--- src/esp_pkg.sv ---
// esp_pkg: shared widths, constants, payload and command types for the
// encoder angle and speed estimator. No dependencies.
`timescale 1ns / 1ps
package esp_pkg;

  // field widths
  localparam int RAW_W   = 32;
  localparam int TIME_W  = 32;
  localparam int CPR_W   = 24;
  localparam int PP_W    = 7;
  localparam int ANG_W   = 16;
  localparam int SPD_W   = 24;
  localparam int IDX_W   = 2;

  // angle resolution in bits (at most ANG_W, the output angle width)
  localparam int ANGLE_BITS = 16;

  // microseconds per minute and its width
  localparam int MIN_W = 26;
  localparam logic [MIN_W-1:0] US_PER_MIN = MIN_W'(60000000);

  // speed numerator, divisor and shared datapath widths
  localparam int NUM_W = RAW_W + MIN_W - 1;
  localparam int DEN_W = CPR_W + TIME_W;
  localparam int POS_W = CPR_W + PP_W;
  localparam int DW    = NUM_W + 1;
  localparam int CW    = $clog2(DW);

  // register indexes
  localparam logic [IDX_W-1:0] REG_CPR = IDX_W'(0);
  localparam logic [IDX_W-1:0] REG_PP  = IDX_W'(1);

  // register reset values
  localparam logic [CPR_W-1:0] CPR_RESET = CPR_W'(4096);
  localparam logic [PP_W-1:0]  PP_RESET  = PP_W'(4);

  typedef struct packed {
    logic [RAW_W-1:0]  raw_count;
    logic [TIME_W-1:0] time_us;
  } esp_in_t;

  typedef struct packed {
    logic [ANG_W-1:0]        elec_angle;
    logic signed [SPD_W-1:0] speed_rpm;
    logic                    speed_fresh;
  } esp_out_t;

  // one job for the serial unit
  typedef struct packed {
    logic          load;
    logic          mul;
    logic [CW-1:0] steps;
    logic [DW-1:0] r_init;
    logic [DW-1:0] d_init;
    logic [DW-1:0] v_init;
  } esp_cmd_t;

endpackage

--- src/esp_serial_unit.sv ---
// esp_serial_unit: shared shift-add multiplier and restoring divider, one
// bit per cycle on a single adder. Depends on esp_pkg.
`timescale 1ns / 1ps
module esp_serial_unit import esp_pkg::*; (
  input  logic          clk,
  input  logic          rst_n,
  input  esp_cmd_t      cmd,
  output logic          done,
  output logic [DW-1:0] res_r,
  output logic [DW-1:0] res_d
);

  logic [DW-1:0] r_r, r_nxt;
  logic [DW-1:0] d_r, d_nxt;
  logic [DW-1:0] v_r, v_nxt;
  logic [CW-1:0] cnt_r, cnt_nxt;
  logic          mul_r, mul_nxt;
  logic          busy_r, busy_nxt;
  logic          done_r, done_nxt;

  logic [DW-1:0] r_shift;
  logic [DW-1:0] add_a;
  logic [DW:0]   add_b;
  logic [DW:0]   add_res;

  // one adder: r + v when multiplying, shifted r - v when dividing
  assign r_shift = {r_r[DW-2:0], d_r[DW-1]};
  assign add_a   = mul_r ? r_r : r_shift;
  assign add_b   = mul_r ? {1'b0, v_r} : ~{1'b0, v_r};
  assign add_res = {1'b0, add_a} + add_b + (DW+1)'(!mul_r);

  // step and load
  always_comb begin
    r_nxt    = r_r;
    d_nxt    = d_r;
    v_nxt    = v_r;
    cnt_nxt  = cnt_r;
    mul_nxt  = mul_r;
    busy_nxt = busy_r;
    done_nxt = 1'b0;
    if (cmd.load) begin
      r_nxt    = cmd.r_init;
      d_nxt    = cmd.d_init;
      v_nxt    = cmd.v_init;
      cnt_nxt  = cmd.steps;
      mul_nxt  = cmd.mul;
      busy_nxt = 1'b1;
    end else if (busy_r) begin
      if (mul_r) begin
        r_nxt = d_r[0] ? add_res[DW-1:0] : r_r;
        d_nxt = d_r >> 1;
        v_nxt = v_r << 1;
      end else begin
        r_nxt = add_res[DW] ? r_shift : add_res[DW-1:0];
        d_nxt = {d_r[DW-2:0], !add_res[DW]};
      end
      cnt_nxt = cnt_r - CW'(1);
      if (cnt_r == CW'(1)) begin
        busy_nxt = 1'b0;
        done_nxt = 1'b1;
      end
    end
  end

  // control state
  always_ff @(posedge clk) begin
    if (!rst_n) begin
      busy_r <= 1'b0;
      done_r <= 1'b0;
    end else begin
      busy_r <= busy_nxt;
      done_r <= done_nxt;
    end
  end

  // operand registers
  always_ff @(posedge clk) begin
    r_r   <= r_nxt;
    d_r   <= d_nxt;
    v_r   <= v_nxt;
    cnt_r <= cnt_nxt;
    mul_r <= mul_nxt;
  end

  assign done  = done_r;
  assign res_r = r_r;
  assign res_d = d_r;

endmodule

--- src/encoder_angle_speed_estimator_top.sv ---
// Encoder angle and speed estimator: one result per reading, all arithmetic
// on one shared serial unit (esp_serial_unit, one bit per cycle).
// Each reading runs through the sequencer states in turn; the speed steps are
// skipped and the held speed is output when the reading is not fresh.
// in_stall holds off the next reading until this result is loaded out.
// Synchronous active-low reset: 4096 counts per rev, 4 pole pairs, state zero.
`timescale 1ns / 1ps
module encoder_angle_speed_estimator_top import esp_pkg::*; (
  input  logic             clk,
  input  logic             rst_n,
  input  logic             in_valid,
  output logic             in_stall,
  input  esp_in_t          in_data,
  output logic             out_valid,
  input  logic             out_stall,
  output esp_out_t         out_data,
  input  logic             cfg_valid,
  output logic             cfg_ready,
  input  logic [IDX_W-1:0] cfg_index,
  input  logic [CPR_W-1:0] cfg_data
);

  // sequencer codes
  localparam logic [3:0] ST_IDLE = 4'd0;
  localparam logic [3:0] ST_RMOD = 4'd1;
  localparam logic [3:0] ST_PMUL = 4'd2;
  localparam logic [3:0] ST_PMOD = 4'd3;
  localparam logic [3:0] ST_ADIV = 4'd4;
  localparam logic [3:0] ST_SDEN = 4'd5;
  localparam logic [3:0] ST_SNUM = 4'd6;
  localparam logic [3:0] ST_SDIV = 4'd7;
  localparam logic [3:0] ST_OUT  = 4'd8;

  localparam logic [NUM_W-1:0] SAT_POS = NUM_W'((1 << (SPD_W - 1)) - 1);
  localparam logic [NUM_W-1:0] SAT_NEG = NUM_W'(1 << (SPD_W - 1));

  logic [3:0]              state_r, state_nxt;
  logic [CPR_W-1:0]        cpr_r;
  logic [PP_W-1:0]         pp_r;
  logic [RAW_W-1:0]        prev_count_r;
  logic [TIME_W-1:0]       prev_time_r;
  logic signed [SPD_W-1:0] held_speed_r;
  logic [TIME_W-1:0]       dt_r;
  logic [RAW_W-1:0]        mag_r;
  logic                    neg_r;
  logic                    fresh_r;
  logic [DEN_W-1:0]        den_r;
  logic [ANG_W-1:0]        angle_r;
  logic                    out_valid_r;
  esp_out_t                out_data_r;

  logic                    in_acc;
  logic                    out_load;
  logic [CPR_W-1:0]        eff_cpr;
  logic [RAW_W-1:0]        diff;
  logic [NUM_W-1:0]        quot;
  logic signed [SPD_W-1:0] speed_sat;

  esp_cmd_t                cmd;
  logic                    unit_done;
  logic [DW-1:0]           unit_r;
  logic [DW-1:0]           unit_d;

  esp_serial_unit u_unit (
    .clk   (clk),
    .rst_n (rst_n),
    .cmd   (cmd),
    .done  (unit_done),
    .res_r (unit_r),
    .res_d (unit_d)
  );

  assign in_stall  = (state_r != ST_IDLE);
  assign in_acc    = in_valid && !in_stall;
  assign cfg_ready = 1'b1;
  assign eff_cpr   = (cpr_r == '0) ? CPR_W'(1) : cpr_r;
  assign diff      = in_data.raw_count - prev_count_r;
  assign out_load  = (state_r == ST_OUT) && (!out_valid_r || !out_stall);

  // saturate the unsigned quotient with the sign of the count difference
  assign quot = unit_d[NUM_W-1:0];
  always_comb begin
    if (neg_r) begin
      speed_sat = (quot > SAT_NEG) ? -SPD_W'(signed'(SAT_NEG[SPD_W-1:0]))
                                   : -signed'(quot[SPD_W-1:0]);
    end else begin
      speed_sat = (quot > SAT_POS) ? signed'(SAT_POS[SPD_W-1:0])
                                   : signed'(quot[SPD_W-1:0]);
    end
  end

  // sequencer: issue the next job to the serial unit as each one finishes
  always_comb begin
    state_nxt = state_r;
    cmd       = '0;
    unique case (state_r)
      ST_IDLE: begin
        if (in_acc) begin
          cmd.load   = 1'b1;
          cmd.steps  = CW'(RAW_W);
          cmd.d_init = {in_data.raw_count, {(DW-RAW_W){1'b0}}};
          cmd.v_init = DW'(eff_cpr);
          state_nxt  = ST_RMOD;
        end
      end
      ST_RMOD: begin
        if (unit_done) begin
          cmd.load   = 1'b1;
          cmd.mul    = 1'b1;
          cmd.steps  = CW'(PP_W);
          cmd.d_init = DW'(pp_r);
          cmd.v_init = DW'(unit_r[CPR_W-1:0]);
          state_nxt  = ST_PMUL;
        end
      end
      ST_PMUL: begin
        if (unit_done) begin
          cmd.load   = 1'b1;
          cmd.steps  = CW'(POS_W);
          cmd.d_init = {unit_r[POS_W-1:0], {(DW-POS_W){1'b0}}};
          cmd.v_init = DW'(eff_cpr);
          state_nxt  = ST_PMOD;
        end
      end
      ST_PMOD: begin
        if (unit_done) begin
          cmd.load   = 1'b1;
          cmd.steps  = CW'(ANGLE_BITS);
          cmd.r_init = DW'(unit_r[CPR_W-1:0]);
          cmd.v_init = DW'(eff_cpr);
          state_nxt  = ST_ADIV;
        end
      end
      ST_ADIV: begin
        if (unit_done) begin
          if (fresh_r) begin
            cmd.load   = 1'b1;
            cmd.mul    = 1'b1;
            cmd.steps  = CW'(CPR_W);
            cmd.d_init = DW'(eff_cpr);
            cmd.v_init = DW'(dt_r);
            state_nxt  = ST_SDEN;
          end else begin
            state_nxt  = ST_OUT;
          end
        end
      end
      ST_SDEN: begin
        if (unit_done) begin
          cmd.load   = 1'b1;
          cmd.mul    = 1'b1;
          cmd.steps  = CW'(MIN_W);
          cmd.d_init = DW'(US_PER_MIN);
          cmd.v_init = DW'(mag_r);
          state_nxt  = ST_SNUM;
        end
      end
      ST_SNUM: begin
        if (unit_done) begin
          cmd.load   = 1'b1;
          cmd.steps  = CW'(NUM_W);
          cmd.d_init = {unit_r[NUM_W-1:0], 1'b0};
          cmd.v_init = DW'(den_r);
          state_nxt  = ST_SDIV;
        end
      end
      ST_SDIV: begin
        if (unit_done) begin
          state_nxt = ST_OUT;
        end
      end
      ST_OUT: begin
        if (out_load) begin
          state_nxt = ST_IDLE;
        end
      end
      default: begin
        state_nxt = ST_IDLE;
      end
    endcase
  end

  // control state, registers and stored reading
  always_ff @(posedge clk) begin
    if (!rst_n) begin
      state_r      <= ST_IDLE;
      cpr_r        <= CPR_RESET;
      pp_r         <= PP_RESET;
      prev_count_r <= '0;
      prev_time_r  <= '0;
      held_speed_r <= '0;
      out_valid_r  <= 1'b0;
    end else begin
      state_r <= state_nxt;
      if (cfg_valid && cfg_ready) begin
        if (cfg_index == REG_CPR) begin
          cpr_r <= cfg_data;
        end else if (cfg_index == REG_PP) begin
          pp_r <= cfg_data[PP_W-1:0];
        end
      end
      if (in_acc) begin
        prev_count_r <= in_data.raw_count;
        prev_time_r  <= in_data.time_us;
      end
      if ((state_r == ST_SDIV) && unit_done) begin
        held_speed_r <= speed_sat;
      end
      if (out_load) begin
        out_valid_r <= 1'b1;
      end else if (out_valid_r && !out_stall) begin
        out_valid_r <= 1'b0;
      end
    end
  end

  // per-transaction working values
  always_ff @(posedge clk) begin
    if (in_acc) begin
      neg_r   <= diff[RAW_W-1];
      mag_r   <= diff[RAW_W-1] ? (RAW_W'(0) - diff) : diff;
      dt_r    <= in_data.time_us - prev_time_r;
      fresh_r <= (prev_time_r != '0) && (in_data.time_us > prev_time_r);
    end
    if ((state_r == ST_ADIV) && unit_done) begin
      angle_r <= unit_d[ANG_W-1:0];
    end
    if ((state_r == ST_SDEN) && unit_done) begin
      den_r <= unit_r[DEN_W-1:0];
    end
    if (out_load) begin
      out_data_r.elec_angle  <= angle_r;
      out_data_r.speed_rpm   <= held_speed_r;
      out_data_r.speed_fresh <= fresh_r;
    end
  end

  assign out_valid = out_valid_r;
  assign out_data  = out_data_r;

endmodule
--- config.mk ---
export PLATFORM = sky130hd
export DESIGN_NAME = encoder_angle_speed_estimator_top
export DESIGN_NICKNAME = d
export VERILOG_FILES = /design/src/esp_pkg.sv /design/src/esp_serial_unit.sv /design/src/encoder_angle_speed_estimator_top.sv
export SDC_FILE = /design/constraint.sdc
export NUM_CORES = 1
export LEC_CHECK = 0
export ABC_AREA = 1
export BUFFER_PORTS_ARGS = -buffer_cell sky130_fd_sc_hd__buf_2
export CORE_UTILIZATION = 50
export DETAILED_ROUTE_END_ITERATION = 16
export HOLD_SLACK_MARGIN = 0.08
export PLACE_DENSITY = 0.67
export SLEW_MARGIN = 30
export SYNTH_ARGS = -nofsm -noshare
export SYNTH_HDL_FRONTEND = slang
export SYNTH_SLANG_ARGS = --single-unit
--- constraint.sdc ---
create_clock -name clk -period 6.9 [get_ports clk]
set_input_delay 0 -clock clk [delete_from_list [all_inputs] [get_ports clk]]
set_output_delay 0 -clock clk [all_outputs]
set_load 0.01 [all_outputs]
[After elaboration in Yosys (flattened, before gate mapping)]
Index checks and enable logic that the tools add are counted.
Storage, ports and cells
  bits in registers: 486
  output and inout bits: 44
  word-level logic and storage cells: 150
  input bits: 95
Operators by class
  reduce and logical (&&, ||, !) cells: 29
  muxes and demuxes: 61
  add/subtract/negate cells: 7
  bitwise operators: 4
  equal/unequal tests: 21
  $lt $le $gt $ge: 3
Operators with widths (count)
  58-bit two-way mux: 13
  58-bit case mux with 7 select lines: 1
  116-bit two-way mux: 3
  58-bit case mux with 6 select lines: 1
  82-bit two-way mux: 2
  24-bit two-way mux: 5
  84-bit two-way mux: 1
  65-bit two-way mux: 1
  32-bit subtractor: 2
  63-bit two-way mux: 1
  58-bit by 59-bit adder with 59-bit output: 1
  59-bit by 1-bit adder with 59-bit output: 1
  59-bit two-way mux: 1
  58-bit inverter with 59-bit output: 1
  57-bit by 23-bit > comparator with 1-bit output (second input constant): 1
  57-bit by 24-bit > comparator with 1-bit output (second input constant): 1
  6-bit case mux with 7 select lines: 1
  4-bit two-way mux: 10
  4-bit case mux with 9 select lines: 1
  32-bit > comparator: 1
  8-bit two-way mux: 4
  32-bit nonzero test: 1
  1-bit by 32-bit subtractor with 32-bit output (first input constant): 1
  31-bit two-way mux: 1
  30 further kinds: 69

[Depth between registers and ports, before layout]
  depth in word-level cells: 8
  gate-level depth with buffers: 23
  mapped depth without buffers: 21

[Modules after synthesis]
A second synthesis with hierarchy kept.
Unflattened totals
  cell total of the unflattened synthesis: 4806
  area, all modules: 33731.1 sq um
By module, submodules not included
  encoder_angle_speed_estimator_top: times used 1, area each 18212.5 sq um, cells an instance 2411, seq. area each 7857.5 sq um
  esp_serial_unit: times used 1, area each 15518.6 sq um, cells an instance 2395, seq. area each 5475.3 sq um

[Worst setup path after synthesis]
No wires, ideal clock.
  path kind: flip-flop to flip-flop
  start point: register u_unit.mul_r
  end point: register u_unit.v_r[0] (enable)
  setup slack: 1.516 ns
  stages on the path, launching flop included: 5
  required time: 6.346 ns
  library setup time: 0.554 ns
  path buffers: 2
  arrival: 4.830 ns
  period minus slack after synthesis: 5.384 ns
  path through: edfxtp_1 > buf_2 > inv_2 > clkbuf_1 > o21ai_0
Between the ends
  longest elaborated chain between the ends: 2
Ends and longest elaborated chain
  start: declaration: RTL line esp_serial_unit.sv:17  | logic mul_r, mul_nxt;
  start signal: assignment: RTL line esp_serial_unit.sv:82  | mul_r <= mul_nxt;
  2-bit nonzero test (no source line)
  2-bit AND reduction (no source line)
  end signal: assignment: RTL line esp_serial_unit.sv:80  | v_r <= v_nxt;
  end: declaration: RTL line esp_serial_unit.sv:15  | logic [DW-1:0] v_r, v_nxt;
No other way between the ends.
A chain may end at the register's enable or synchronous reset.

[Worst setup path after layout]
  start point: register u_unit.mul_r
  end point: register u_unit.r_r[39], in the netlist u_unit.res_r[39] (data pin)
Between the ends
  longest elaborated chain between the ends: 7
  elaborated cells between the ends (all ways): 10
  classes of those cells: 2 x add/sub; 7 x mux; 1 x reduce/logical
Ends and longest elaborated chain
  58-bit two-way mux or 59-bit two-way mux (tied branches): RTL line esp_serial_unit.sv:28, esp_serial_unit.sv:29
  58-bit by 59-bit adder with 59-bit output: RTL line esp_serial_unit.sv:30  | assign add_res = {1'b0, add_a} + add_b + (DW+1)'(!mul_r);
  59-bit by 1-bit adder with 59-bit output: RTL line esp_serial_unit.sv:30
  58-bit two-way mux, on equally long branches: RTL line esp_serial_unit.sv:54, esp_serial_unit.sv:50
  58-bit two-way mux (*): RTL line esp_serial_unit.sv:49  | if (mul_r) begin
  58-bit two-way mux (*): RTL line esp_serial_unit.sv:48  | end else if (busy_r) begin
  58-bit two-way mux (*): RTL line esp_serial_unit.sv:41  | if (cmd.load) begin
  end signal: assignment: RTL line esp_serial_unit.sv:78  | r_r <= r_nxt;
  end: declaration: RTL line esp_serial_unit.sv:13  | logic [DW-1:0] r_r, r_nxt;
Every way passes the cells marked *; elsewhere a longest branch is shown, timed or not. The select of a mux whose other input is x is not followed.

==> flow_summary.toml <==
[status]
status = "finished clean"

[die]
start_util_pct = 50.6
fp.coreArea_sq_um = 61700
num_io_pins = 139
dieHeight_um = 252
fp.dieW_um = 252
die-area_sq_um = 63500
row_count = 91

[logic_synthesis]
synth.top_cell.area_share_pct = 34.6
synth_most_common_cell = "nand2_1"
netlist_instances = 4094
synth-edff-count = 360
synth_common_cells = "1085 x nand2_1, 516 x inv_1, 456 x nor2_1"
yosysSeqAreaShare_pct = 42.7
ys_async_sr_fraction_pct = 0
synth_largest_area_cell = "edfxtp_1"
netlist_top_cells_area = "edfxtp_1 35%, nand2_1 13%, dfxtp_1 8.1%"
ys_warn_count = 0
synthFlopType = "edfxtp_1"
synth_seq_cells = 486
ys_types = 60
synth_area_sq_um = 31200
avgSynthCellArea_sq_um = 7.63
synth_nets = 4317

[global_routing]
grt_max_degree = 125
grt_overflow = 0
grt_pass1_vias = 27041
antenna_found_initial = 3
grtUsageTotal_pct = 32.7
grt_pass1_wl_mm = 159

[worst_setup_path]
slowest_stage = "buf_4"
r2r_setup_slack_ns = 2.42
path_common_cell = "nor2_1"
worstSetupStartpointType = "flip-flop"
max_stage_delay_ns = 0.53
timing.rr.start = "u_unit.mul_r"
crit_arrival_ns = 4.83
critical_path.startpoint = "u_unit.mul_r"
cp-end-kind = "flip-flop"
required_ns = 7.25
r2r_cells = 15
path_max_fanout = 65
worstPathCellList = "inv_2 -> buf_4 -> nand2_1 -> nand2_1 -> ha_1 -> a21oi_1 -> a21boi_1 -> o21ai_0 -> a21oi_1 -> nor2_1 -> nor2_1 -> nand3_2 -> buf_4 -> o21ai_0 -> nor2_1"
crit_type = "flip-flop to flip-flop"
reg2reg_to = "u_unit.res_r[39]"

[placed_design]
gp_congestion = 0.979
dp_hpwl_mm = 80.9
dp_cells = 4965
portBuffers = 137

[pwr]
p_int_mw = 9.41
ir_worst_vdd_mv = 0.280
total_leakage_power_nw = 15.1
power_switching_mw = 9.31
power_density_nw_per_um2 = 527
p_clk_share_pct = 14.9
p_comb_share_pct = 55.0
switching_share_pct = 49.7
power_frac_seq_pct = 30.1

[sta]
final-setup-viol-count = 0
tns_ns = 0
min_period_ns = 4.48
max_freq_mhz = 223
maxSlewHeadroom_pct = 36.3
clock_skew_ns = 0.0254
rsz0062_at_grt = "false"
drv_slew = 0
hold_viol = 0
worstMarginPinSlew_ns = 0.953
min_period_over_period_pct = 65.0

[cts]
cts_hold_buf = 110
clock-root-buffer = "clkbuf_16"
cts_setup_buffers = 0
clk_pin_slew_ns = 0.06
cts_buffers = 52
htreeDepth = 2
ctsResizeCount = 0
clock_sinks = 486
insertion_delay_ns = 0.62
clockBufferDepth = 3
cts_tree = "yes"

[detailed_routing]
final_antenna_net_count = 0
firstDrtPassIters = 6
detail_route.wirelength_mm = 106
route.detailed.drc = 0
first_iter_violations = 3344
wl_per_cell_um = 20.4
via_per_inst = 5.70
vias = 29474

[finish]
fillers = 5822
synthToLayoutAreaGrowth_pct = 13.6
regArea_sq_um = 13300
nNetsFinal = 4515
diodes = 0
layout-drive-gt1-share_pct = 7.15
multi_input_area_sq_um = 15400
final_cells = 5171

[min_path]
worstHoldStart = "in_data[55]"
min_path_cells = 4
worstHoldEndpoint = "prev_count_r[23]"
hold_class = "input pin to flip-flop"

[job]
cap_viol_max_count = 0
-- how the worst max path moves through the flow --
stage | depth (start not counted) | endpoint | slack (ns)
2_1_floorplan | 4 | u_unit.v_r[0] | 1.52
3_3_place_gp | 16 | u_unit.res_r[28] | 2.66
3_5_place_dp | 14 | u_unit.res_r[39] | 2.54
4_1_cts | 14 | u_unit.res_r[39] | 2.46
5_1_grt | 16 | u_unit.res_r[32] | 2.03
6_report | 15 | u_unit.res_r[39] | 2.42
-- power groups by stage --
stage                     combinational (mW)  clock [mW]  sequential [mW]
after floorplan                         7.21           0             5.09
after global placement                  9.86           0             5.60
after detailed placement                9.89           0             5.60
after CTS                               10.0        2.82             5.55
after global routing                    11.3        2.93             5.67
final                                   10.3        2.79             5.64
-- registers in the layout (all words and copies together) (netlist names), 16 cells and up --
signal        count
angle_r          16
u_unit.res_r     58
prev_count_r     32
prev_time_r      32
held_speed_r     24
mag_r            32
u_unit.res_d     58
cpr_r            24
dt_r             32
out_data         41
den_r            56
u_unit.v_r       58
-- placed cells by master, fill, tap and decap left out, drive strengths merged, types with 4 or more instances in the layout --
cell,Yosys,layout
nand2,1105,1105
inv,529,528
nor2,466,466
edfxtp,360,360
a21oi,308,308
o21ai,238,238
nand3,190,190
buf,38,162
dfxtp,126,126
ha,125,125
dlygate4sd3,0,110
xnor2,88,88
clkbuf,90,68
xor2,62,62
o221ai,55,55
nand4,43,43
nor3,39,39
a221oi,36,36
nor4,26,26
clkinv,3,25
a22o,24,24
o2111ai,20,20
o211ai,18,18
a31oi,18,18
a21o,16,16
o21bai,11,11
o21a,10,10
nand3b,10,10
a22oi,7,7
o22ai,7,7
or2,5,5
bufinv,0,4
a21boi,4,4
-- per-layer routing --
metal | track usage [%] | wire [um] | vias to the layer above
met3 | 5.19 | 10100 | 173
met1 | 46.6 | 45100 | 13868
li1 | - | - | 14123
met4 | 9.61 | 3110 | 4
met2 | 50.9 | 47400 | 1306
met5 | 0 | 23 | -
-- worst max-delay path, delay by kind of cell, from the launching register on --
| kind | cells | cell delay, ns |
|---|---|---|
| buf+inv | 3 | 1.38 |
| compound gates | 5 | 1.11 |
| simple gates | 6 | 0.97 |
| flops | 1 | 0.44 |
| fa+ha+maj | 1 | 0.28 |
-- final cells by class --
| cell class | instances | share of cell area [%] |
|---|---|---|
| multi-input cells | 2948 | 43.5 |
| inverters | 532 | 5.64 |
| clock inverters | 28 | 0.793 |
| well taps | 837 | 2.95 |
| repair buffers | 272 | 5.61 |
| clock buffers | 68 | 3.95 |
| flip-flops and latches | 486 | 37.6 |
-- metrics by stage --
stage          power (mW)  worst slack [ns]  hold WS [ns]  util, %  instance area [sq um]
6_report             18.7              2.42         0.252     57.5                  35500
5_1_grt              19.9              2.03         0.257     57.5                  35500
4_1_cts              18.4              2.46         0.172     57.5                  35500
2_1_floorplan        12.3              1.52         0.126        -                  31200
3_3_place_gp         15.5              2.66         0.219     53.0                  32700
3_5_place_dp         15.5              2.54         0.226     53.0                  32700
-- logic make-up after synthesis --
group / after synthesis / synth area share [%]
AO/OA/AOI/OAI: 779 / 14.9
XOR/XNOR: 150 / 4.20
adder cells (fa/ha/maj): 128 / 5.20
buffers and inverters: 660 / 8.14
flip-flops: 486 / 42.7
other: 1 / 0.0120
AND/OR/NAND/NOR: 1890 / 24.9
No activity file was read; power rests on OpenSTA's default activity.
